===== src/hdl/button_click_classifier_core_assert.svh =====
// Assertion macros shared by the button click classifier modules.
// Each macro expects signals named clock and reset in the enclosing scope.
`ifndef BUTTON_CLICK_CLASSIFIER_CORE_ASSERT_SVH
`define BUTTON_CLICK_CLASSIFIER_CORE_ASSERT_SVH

// Condition must never hold outside reset.
`define BCC_ASSERT_NEVER(lbl, cond) \
   lbl: assert property (@(posedge clock) disable iff (reset) !(cond)) \
      else $error("bcc: forbidden condition seen");

// Antecedent in one cycle implies consequent in the same cycle.
`define BCC_ASSERT_IMPLY(lbl, ante, cons) \
   lbl: assert property (@(posedge clock) disable iff (reset) (ante) |-> (cons)) \
      else $error("bcc: implication violated");

// Antecedent in one cycle implies consequent in the next cycle.
`define BCC_ASSERT_NEXT(lbl, ante, cons) \
   lbl: assert property (@(posedge clock) disable iff (reset) (ante) |=> (cons)) \
      else $error("bcc: next-cycle implication violated");

`endif


===== src/hdl/bcc_pkg.sv =====
// ---------------------------------------------------------------------------
// bcc_pkg
// Types and constants shared by the button click classifier modules.
// ---------------------------------------------------------------------------
package bcc_pkg;

   localparam int NUM_KEYS    = 4;
   localparam int QUEUE_DEPTH = 4;
   localparam int QPTR_W      = (QUEUE_DEPTH > 1) ? $clog2(QUEUE_DEPTH) : 1;
   localparam int QCNT_W      = $clog2(QUEUE_DEPTH + 1);

   localparam int KEY_W  = 2;
   localparam int CODE_W = 3;
   localparam int CNT_W  = 2;
   localparam int TICK_W = 16;
   localparam int CSR_IDX_W = 2;

   // event codes
   localparam logic [CODE_W-1:0] EV_SINGLE  = 3'd0;
   localparam logic [CODE_W-1:0] EV_DOUBLE  = 3'd1;
   localparam logic [CODE_W-1:0] EV_TRIPLE  = 3'd2;
   localparam logic [CODE_W-1:0] EV_LONG    = 3'd3;
   localparam logic [CODE_W-1:0] EV_DOWN    = 3'd4;
   localparam logic [CODE_W-1:0] EV_ENDDOWN = 3'd5;

   // register indexes
   localparam logic [CSR_IDX_W-1:0] CSR_SHORT_TIMEOUT  = 2'd0;
   localparam logic [CSR_IDX_W-1:0] CSR_LONG_TIMEOUT   = 2'd1;
   localparam logic [CSR_IDX_W-1:0] CSR_DURATION_LIMIT = 2'd2;

   localparam logic [TICK_W-1:0] SHORT_TIMEOUT_RST  = 16'd30;
   localparam logic [TICK_W-1:0] LONG_TIMEOUT_RST   = 16'd100;
   localparam logic [TICK_W-1:0] DURATION_LIMIT_RST = 16'd1000;

   localparam logic [CNT_W-1:0] TRIPLE_COUNT = 2'd3;
   localparam logic [CNT_W-1:0] DOUBLE_COUNT = 2'd2;

   typedef struct packed {
      logic             cmd;
      logic [KEY_W-1:0] key;
      logic             pressed;
      logic             new_mode;
      logic             clear_lock;
   } req_type;

   typedef struct packed {
      logic [KEY_W-1:0]  event_key;
      logic [CODE_W-1:0] event_code;
   } rsp_type;

   // head of the request queue as seen by the back end
   typedef struct packed {
      logic    valid;
      req_type item;
   } head_type;

   typedef struct packed {
      logic [TICK_W-1:0] short_timeout;
      logic [TICK_W-1:0] long_timeout;
      logic [TICK_W-1:0] duration_limit;
   } cfg_type;

endpackage


===== src/hdl/bcc_front.sv =====
// ---------------------------------------------------------------------------
// bcc_front
// Request intake: drops requests for absent keys and queues the rest.
// ---------------------------------------------------------------------------
`include "button_click_classifier_core_assert.svh"

module bcc_front (
   input  logic               clock,
   input  logic               reset,
   input  logic               req_valid,
   output logic               req_stall,
   input  bcc_pkg::req_type   req_data,
   input  logic               pop,
   output bcc_pkg::head_type  head
);

   bcc_pkg::req_type                 entries_ff [bcc_pkg::QUEUE_DEPTH];
   logic [bcc_pkg::QPTR_W-1:0]       wr_ptr_ff, wr_ptr_in;
   logic [bcc_pkg::QPTR_W-1:0]       rd_ptr_ff, rd_ptr_in;
   logic [bcc_pkg::QCNT_W-1:0]       count_ff, count_in;
   logic                             accept;
   logic                             key_ok;
   logic                             push;
   logic                             do_pop;

   assign req_stall = (count_ff == bcc_pkg::QCNT_W'(bcc_pkg::QUEUE_DEPTH));
   assign accept    = req_valid && !req_stall;
   assign key_ok    = int'(req_data.key) < bcc_pkg::NUM_KEYS;
   // requests for keys that do not exist are taken and discarded
   assign push      = accept && key_ok;
   assign do_pop    = pop && (count_ff != '0);

   assign head.valid = (count_ff != '0);
   assign head.item  = entries_ff[rd_ptr_ff];

   always_comb begin
      wr_ptr_in = wr_ptr_ff;
      rd_ptr_in = rd_ptr_ff;
      count_in  = count_ff;
      if (push) begin
         wr_ptr_in = (wr_ptr_ff == bcc_pkg::QPTR_W'(bcc_pkg::QUEUE_DEPTH - 1)) ?
                     '0 : bcc_pkg::QPTR_W'(wr_ptr_ff + 1'b1);
      end
      if (do_pop) begin
         rd_ptr_in = (rd_ptr_ff == bcc_pkg::QPTR_W'(bcc_pkg::QUEUE_DEPTH - 1)) ?
                     '0 : bcc_pkg::QPTR_W'(rd_ptr_ff + 1'b1);
      end
      if (push && !do_pop) begin
         count_in = bcc_pkg::QCNT_W'(count_ff + 1'b1);
      end else if (!push && do_pop) begin
         count_in = bcc_pkg::QCNT_W'(count_ff - 1'b1);
      end
   end

   always_ff @(posedge clock) begin
      if (reset) begin
         wr_ptr_ff <= '0;
         rd_ptr_ff <= '0;
         count_ff  <= '0;
      end else begin
         wr_ptr_ff <= wr_ptr_in;
         rd_ptr_ff <= rd_ptr_in;
         count_ff  <= count_in;
      end
   end

   always_ff @(posedge clock) begin
      if (push) begin
         entries_ff[wr_ptr_ff] <= req_data;
      end
   end

   `BCC_ASSERT_NEVER(a_count_bound, count_ff > bcc_pkg::QCNT_W'(bcc_pkg::QUEUE_DEPTH))
   `BCC_ASSERT_NEVER(a_pop_empty, pop && (count_ff == '0))
   `BCC_ASSERT_NEXT(a_push_fills, push && !do_pop, count_ff != '0)

endmodule


===== src/hdl/bcc_back.sv =====
// ---------------------------------------------------------------------------
// bcc_back
// Per-key state update and event generation, with a registered result stage.
// ---------------------------------------------------------------------------
`include "button_click_classifier_core_assert.svh"

module bcc_back (
   input  logic               clock,
   input  logic               reset,
   input  bcc_pkg::cfg_type   cfg,
   input  bcc_pkg::head_type  head,
   output logic               pop,
   output logic               rsp_valid,
   input  logic               rsp_stall,
   output bcc_pkg::rsp_type   rsp_data
);

   localparam int NK = bcc_pkg::NUM_KEYS;

   logic                             prev_ff [NK];
   logic                             mode_ff [NK];
   logic                             lock_ff [NK];
   logic [bcc_pkg::CNT_W-1:0]        cnt_ff  [NK];
   logic [bcc_pkg::TICK_W-1:0]       hold_ff [NK];

   logic                             rsp_valid_ff, rsp_valid_in;
   bcc_pkg::rsp_type                 rsp_data_ff, rsp_data_in;

   logic                             out_free;
   bcc_pkg::req_type                 it;

   // selected key state
   logic                             s_prev, s_mode, s_lock;
   logic [bcc_pkg::CNT_W-1:0]        s_cnt;
   logic [bcc_pkg::TICK_W-1:0]       s_hold;

   // updated key state
   logic                             n_prev, n_mode, n_lock;
   logic [bcc_pkg::CNT_W-1:0]        n_cnt;
   logic [bcc_pkg::TICK_W-1:0]       n_hold;
   logic                             ev;
   logic [bcc_pkg::CODE_W-1:0]       code;

   assign it       = head.item;
   assign out_free = !rsp_valid_ff || !rsp_stall;
   assign pop      = head.valid && out_free;

   always_comb begin
      s_prev = 1'b0;
      s_mode = 1'b0;
      s_lock = 1'b0;
      s_cnt  = '0;
      s_hold = '0;
      for (int k = 0; k < NK; k++) begin
         if (int'(it.key) == k) begin
            s_prev = prev_ff[k];
            s_mode = mode_ff[k];
            s_lock = lock_ff[k];
            s_cnt  = cnt_ff[k];
            s_hold = hold_ff[k];
         end
      end
   end

   always_comb begin
      n_prev = s_prev;
      n_mode = s_mode;
      n_lock = s_lock;
      n_cnt  = s_cnt;
      n_hold = s_hold;
      ev     = 1'b0;
      code   = bcc_pkg::EV_SINGLE;
      if (it.cmd) begin
         n_prev = 1'b0;
         n_lock = !it.clear_lock;
         n_cnt  = '0;
         n_hold = '0;
         n_mode = it.new_mode;
      end else if (s_mode) begin
         if (it.pressed) begin
            ev   = 1'b1;
            code = bcc_pkg::EV_DOWN;
         end else if (s_prev) begin
            // release ends up-down mode
            n_lock = 1'b0;
            n_cnt  = '0;
            n_hold = '0;
            n_mode = 1'b0;
            ev     = 1'b1;
            code   = bcc_pkg::EV_ENDDOWN;
         end
         n_prev = it.pressed;
      end else begin
         if (it.pressed != s_prev) begin
            n_hold = bcc_pkg::TICK_W'(1);
            if (!it.pressed) begin
               if (s_lock) begin
                  // release after a long press is swallowed
                  n_lock = 1'b0;
                  n_hold = '0;
               end else begin
                  n_cnt = bcc_pkg::CNT_W'(s_cnt + 1'b1);
               end
            end
         end else if ((s_hold != '0) && (s_hold < cfg.duration_limit)) begin
            n_hold = bcc_pkg::TICK_W'(s_hold + 1'b1);
         end

         if (n_cnt == bcc_pkg::TRIPLE_COUNT) begin
            ev     = 1'b1;
            code   = bcc_pkg::EV_TRIPLE;
            n_cnt  = '0;
            n_hold = '0;
         end else if ((n_hold > cfg.short_timeout) && !it.pressed) begin
            ev     = 1'b1;
            code   = (n_cnt == bcc_pkg::DOUBLE_COUNT) ? bcc_pkg::EV_DOUBLE
                                                       : bcc_pkg::EV_SINGLE;
            n_cnt  = '0;
            n_hold = '0;
         end else if ((n_hold > cfg.long_timeout) && it.pressed) begin
            ev     = 1'b1;
            code   = bcc_pkg::EV_LONG;
            n_cnt  = '0;
            n_hold = '0;
            n_lock = 1'b1;
         end
         n_prev = it.pressed;
      end
   end

   always_comb begin
      rsp_valid_in = rsp_valid_ff;
      rsp_data_in  = rsp_data_ff;
      if (out_free) begin
         rsp_valid_in = pop && ev;
         rsp_data_in.event_key  = it.key;
         rsp_data_in.event_code = code;
      end
   end

   always_ff @(posedge clock) begin
      if (reset) begin
         for (int k = 0; k < NK; k++) begin
            prev_ff[k] <= 1'b0;
            mode_ff[k] <= 1'b0;
            lock_ff[k] <= 1'b0;
            cnt_ff[k]  <= '0;
            hold_ff[k] <= '0;
         end
         rsp_valid_ff <= 1'b0;
      end else begin
         for (int k = 0; k < NK; k++) begin
            if (pop && (int'(it.key) == k)) begin
               prev_ff[k] <= n_prev;
               mode_ff[k] <= n_mode;
               lock_ff[k] <= n_lock;
               cnt_ff[k]  <= n_cnt;
               hold_ff[k] <= n_hold;
            end
         end
         rsp_valid_ff <= rsp_valid_in;
      end
   end

   always_ff @(posedge clock) begin
      rsp_data_ff <= rsp_data_in;
   end

   assign rsp_valid = rsp_valid_ff;
   assign rsp_data  = rsp_data_ff;

   `BCC_ASSERT_NEVER(a_cmd_no_event, pop && it.cmd && ev)
   `BCC_ASSERT_IMPLY(a_pop_needs_slot, pop, out_free && head.valid)
   `BCC_ASSERT_NEXT(a_event_shown, pop && ev, rsp_valid_ff)

endmodule


===== src/hdl/button_click_classifier_core.sv =====
// ---------------------------------------------------------------------------
// button_click_classifier_core
// Multi-click button classifier: single, double, triple, long and up-down.
// ---------------------------------------------------------------------------
// Usage:
//   req_*  : one request per accepted cycle (req_valid high, req_stall low),
//            either a sample tick for a key or a mode-set command.
//   rsp_*  : zero or one event per request, taken when rsp_valid is high and
//            rsp_stall is low.
//   csr_*  : register writes (index 0 short timeout, 1 long timeout,
//            2 duration limit); csr_ready is always high.
// Path: a request is held in the request queue, then the back end updates
//   its key and writes any event into the registered result stage, which
//   drives rsp_valid.
// Throughput: one request per cycle while rsp_stall does not hold the back
//   end; key state is updated by a read-modify-write in the back end.
// Stalling: while rsp_stall is held the back end stops, the four-entry
//   request queue fills, and req_stall rises once it is full.
// Reset: all keys return to click mode, unlocked, counters zero; registers
//   return to 30, 100 and 1000.
// ---------------------------------------------------------------------------
module button_click_classifier_core (
   input  logic                              clock,
   input  logic                              reset,
   input  logic                              req_valid,
   output logic                              req_stall,
   input  bcc_pkg::req_type                  req_data,
   output logic                              rsp_valid,
   input  logic                              rsp_stall,
   output bcc_pkg::rsp_type                  rsp_data,
   input  logic                              csr_valid,
   output logic                              csr_ready,
   input  logic [bcc_pkg::CSR_IDX_W-1:0]     csr_index,
   input  logic [bcc_pkg::TICK_W-1:0]        csr_data
);

   bcc_pkg::cfg_type   cfg_ff, cfg_in;
   bcc_pkg::head_type  head;
   logic               pop;

   assign csr_ready = 1'b1;

   always_comb begin
      cfg_in = cfg_ff;
      if (csr_valid && csr_ready) begin
         case (csr_index)
            bcc_pkg::CSR_SHORT_TIMEOUT:  cfg_in.short_timeout  = csr_data;
            bcc_pkg::CSR_LONG_TIMEOUT:   cfg_in.long_timeout   = csr_data;
            bcc_pkg::CSR_DURATION_LIMIT: cfg_in.duration_limit = csr_data;
            default:                     cfg_in = cfg_ff;
         endcase
      end
   end

   always_ff @(posedge clock) begin
      if (reset) begin
         cfg_ff.short_timeout  <= bcc_pkg::SHORT_TIMEOUT_RST;
         cfg_ff.long_timeout   <= bcc_pkg::LONG_TIMEOUT_RST;
         cfg_ff.duration_limit <= bcc_pkg::DURATION_LIMIT_RST;
      end else begin
         cfg_ff <= cfg_in;
      end
   end

   bcc_front u_front (
      .clock     (clock),
      .reset     (reset),
      .req_valid (req_valid),
      .req_stall (req_stall),
      .req_data  (req_data),
      .pop       (pop),
      .head      (head)
   );

   bcc_back u_back (
      .clock     (clock),
      .reset     (reset),
      .cfg       (cfg_ff),
      .head      (head),
      .pop       (pop),
      .rsp_valid (rsp_valid),
      .rsp_stall (rsp_stall),
      .rsp_data  (rsp_data)
   );

endmodule


===== config.mk =====
export PLATFORM = sky130hd
export DESIGN_NAME = button_click_classifier_core
export DESIGN_NICKNAME = d
export VERILOG_FILES = /design/src/hdl/bcc_pkg.sv /design/src/hdl/bcc_front.sv /design/src/hdl/bcc_back.sv /design/src/hdl/button_click_classifier_core.sv
export VERILOG_INCLUDE_DIRS = /design/src /design/src/hdl
export SDC_FILE = /design/constraint.sdc
export NUM_CORES = 1
export LEC_CHECK = 0
export BUFFER_PORTS_ARGS = -buffer_cell sky130_fd_sc_hd__clkbuf_2
export CORE_MARGIN = 10
export CORE_UTILIZATION = 65
export DETAILED_ROUTE_END_ITERATION = 16
export GPL_TIMING_DRIVEN = 0
export PLACE_DENSITY = 0.86
export SYNTH_ARGS = -nofsm -noshare
export SYNTH_HDL_FRONTEND = slang
export SYNTH_SLANG_ARGS = --single-unit

===== constraint.sdc =====
create_clock -name clock -period 14.55 [get_ports clock]
set_clock_uncertainty 0.15 [all_clocks]
set_input_delay 0.7275 -clock clock [delete_from_list [all_inputs] [get_ports clock]]
set_output_delay 0.7275 -clock clock [all_outputs]
set_load 0.01 [all_outputs]

==> results.md <==
- DRT iter0 DRCs: 1023
- Reg2Reg Depth: 30
- Worst-margin pin slew: 1.22 ns
- Min cycle time layout: 8.23 ns
- CP Data Arrival Time: 8.36 ns
- Dpl hpwl: 18100 um
- Max-slew violations: 0
- #FFs+latches synth: 171
- Required @ worst endpoint: 14.68 ns
- Hold Startpoint: cfg_ff[29]$_SDFFE_PP0P_
- Ant. Diodes: 0
- Period utilization: 56.6%
- Largest net degree at the start of global routing: 19
- Worst Hold Path Cells: 2
- Total chip power: 2.70 mW
- Synth unique cells: 75
- Overflow left after global routing: 0
- First-pass GRT wire length: 40300 um
- Die Ht: 142 um
- Final Hold Vio Count: 0
- CP endpoint kind: register
- Vias in the first global route: 7683
- Startpoint types: register
- Register area share after synthesis: 46.8%
- Post-synth EDFFs: 113
- Drt drc: 0
- Worst skew pair latency: 0.44 ns
- Ys Warns: 0
- Area grow syn2layout: 11.3%
- I/O Buffers: 35
- Site Rows: 44
- Final Setup Violations: 0
- H-Tree Depth: 4
- Worst hold-check path type: register to register
- PD cells: 249 nW/um2
- Final TNS setup: 0 ns
- Clock Path Buffers: 2
- Share of cells above drive strength 1: 13.7%
- Routed Antenna Nets: 0
- RSZ-0062 raised after global routing: no
- Core area: 14600 um2
- Worst slew margin: 18.1%
- CTS clk-pin slew, worst paths: 0.07 ns
- R2R setup slack: 6.32 ns
- CTS tree: done
- Max Cap Viol: 0
- CP peak stage delay: 0.76 ns
- Post-CTS Setup Inserts: 0
- Detailed Routing Iterations Pass 1: 6
- DR WL/cell: 20.7 um
- Layout fillers: 959
- Final net count: 1116
- Global placer's final weighted congestion: 0.995
- Cells after synthesis: 970
- Synth Flop Type: edfxtp_1
- Ys async rst share: 0%
- Vias: 7977
- Post-CTS Resized: 0
- Commonest non-fill, non-tap cells in the layout: a21oi_1, nand2_1, edfxtp_1
- RR Endpoint: u_back.hold_ff[2][13]$_SDFFCE_PN0P_
- Top-Level Pins: 37
- Peak VDD IR: 0.158 mV
- Commonest non-fill, non-tap cell in the layout: a21oi_1
- Initial Util: 66.8%
- DRT Wirelength: 25300 um
- Synth Cell Area: 9740 um2
- Number of vias per cell: 6.51
- # hold bufs at CTS: 0
- CTS buffer count: 17
- LEAKAGE: 4.17 nW
- Initial antenna violation count: 0
- GRT Total Usage: 25.2%
- Die ar.: 20300 um2
- Critical path class: register to register
- Num Clock Sinks: 171
- Syn avg cell area: 10.0 um2
- Slowest cell on the critical path: nor3_1
- CTS root buf: clkbuf_16
- Worst-path fanout max: 10
- Max Fclk: 122 MHz
- Syn Nets: 1058
- Status: finished clean
- Die width: 142 um
- Worst Hold Endpoint: cfg_ff[29]$_SDFFE_PP0P_
-- sequential cells by signal, indices dropped and copies added (netlist names), 2 cells and up, named ones only --
name                count
cfg_ff                 48
u_back.cnt_ff           8
u_back.hold_ff         64
u_back.lock_ff          4
u_back.mode_ff          4
u_back.prev_ff          4
u_back.rsp_data         5
u_front.count_ff        3
u_front.entries_ff     24
u_front.rd_ptr_ff       2
u_front.wr_ptr_ff       2
-- synthesized netlist by cell type (16+ instances only) --
master / instances / share of area [%]
a21oi_1: 144 / 7.4
nand2_1: 122 / 4.7
edfxtp_1: 113 / 35
inv_1: 59 / 2.3
mux2i_1: 59 / 6.1
dfxtp_1: 58 / 12
ha_1: 58 / 7.4
nor2_1: 52 / 2.0
and2_1: 21 / 1.3
clkbuf_1: 21 / 0.81
nor3_1: 18 / 0.92
o211ai_1: 16 / 1.2
-- cell type report --
type	instances	area (um2)	share of cell area (%)
clock buffer	17	425	3.93
multi-input combinational	684	4680	43.2
clock inverter	15	150	1.39
tap	184	230	2.12
sequential	171	4550	42.0
timing repair buffer	39	235	2.17
buffer	51	315	2.91
inverter	64	245	2.26
-- how the worst max path moves through the flow --
stage                        start                                   to  depth (start not counted)  slack (ns)
final                     register  u_back.hold_ff[2][13]$_SDFFCE_PN0P_                         30        6.32
after global routing      register   u_back.hold_ff[0][1]$_SDFFCE_PN0P_                         28        6.01
after detailed placement  register  u_back.hold_ff[1][13]$_SDFFCE_PN0P_                         30        6.68
after CTS                 register  u_back.hold_ff[2][13]$_SDFFCE_PN0P_                         30        6.54
after floorplan           register   u_back.hold_ff[0][3]$_SDFFCE_PN0P_                         29        8.13
after global placement    register  u_back.hold_ff[2][14]$_SDFFCE_PN0P_                         29        6.82
-- logic make-up (layout without fill, tap and decap cells) --
group / Yosys count / count (layout) / synth area share, %
simple gates: 299 / 299 / 15.5
compound gates: 235 / 235 / 14.3
flops: 171 / 171 / 46.8
buf+inv: 115 / 186 / 5.75
mux: 77 / 77 / 8.90
fa+ha+maj: 59 / 59 / 7.65
xor+xnor: 13 / 13 / 1.17
other cells: 1 / 1 / 0.0385
-- where the power goes --
part | total (mW) | internal, mW | switching (mW)
registers | 0.703 | 0.668 | 0.0344
logic | 1.56 | 0.557 | 1.00
clock network | 0.439 | 0.228 | 0.211
total | 2.70 | 1.45 | 1.25
-- per-stage QoR --
stage	cell area [um2]	utilization (%)	worst slack (ns)	hold WS, ns	std cells
after floorplan	9740	-	8.13	0.282	970
after global placement	10100	69.6	6.82	0.291	1189
after detailed placement	10300	70.3	6.68	0.297	1193
after CTS	10800	74.3	6.54	0.307	1225
after global routing	10800	74.3	6.01	0.318	1225
final	10800	74.3	6.32	0.306	1225
-- metal layers --
| metal | wire [um] | vias up | track usage [%] |
|---|---|---|---|
| met5 | 0 | - | 0 |
| met4 | 936 | 0 | 11.5 |
| met3 | 2500 | 95 | 5.21 |
| met2 | 11900 | 526 | 40.4 |
| met1 | 10000 | 3701 | 32.2 |
| li1 | - | 3655 | - |
-- critical path: cells and delay by family, from the launching register on --
kind | cells | cell delay (ns)
AO/OA/AOI/OAI | 8 | 1.83
XOR/XNOR | 1 | 0.07
multiplexers | 4 | 1.05
AND/OR/NAND/NOR | 7 | 2.39
adder cells (fa/ha/maj) | 2 | 0.67
buffers and inverters | 8 | 1.55
flip-flops | 1 | 0.34
Power figures use the tool's default switching activity.
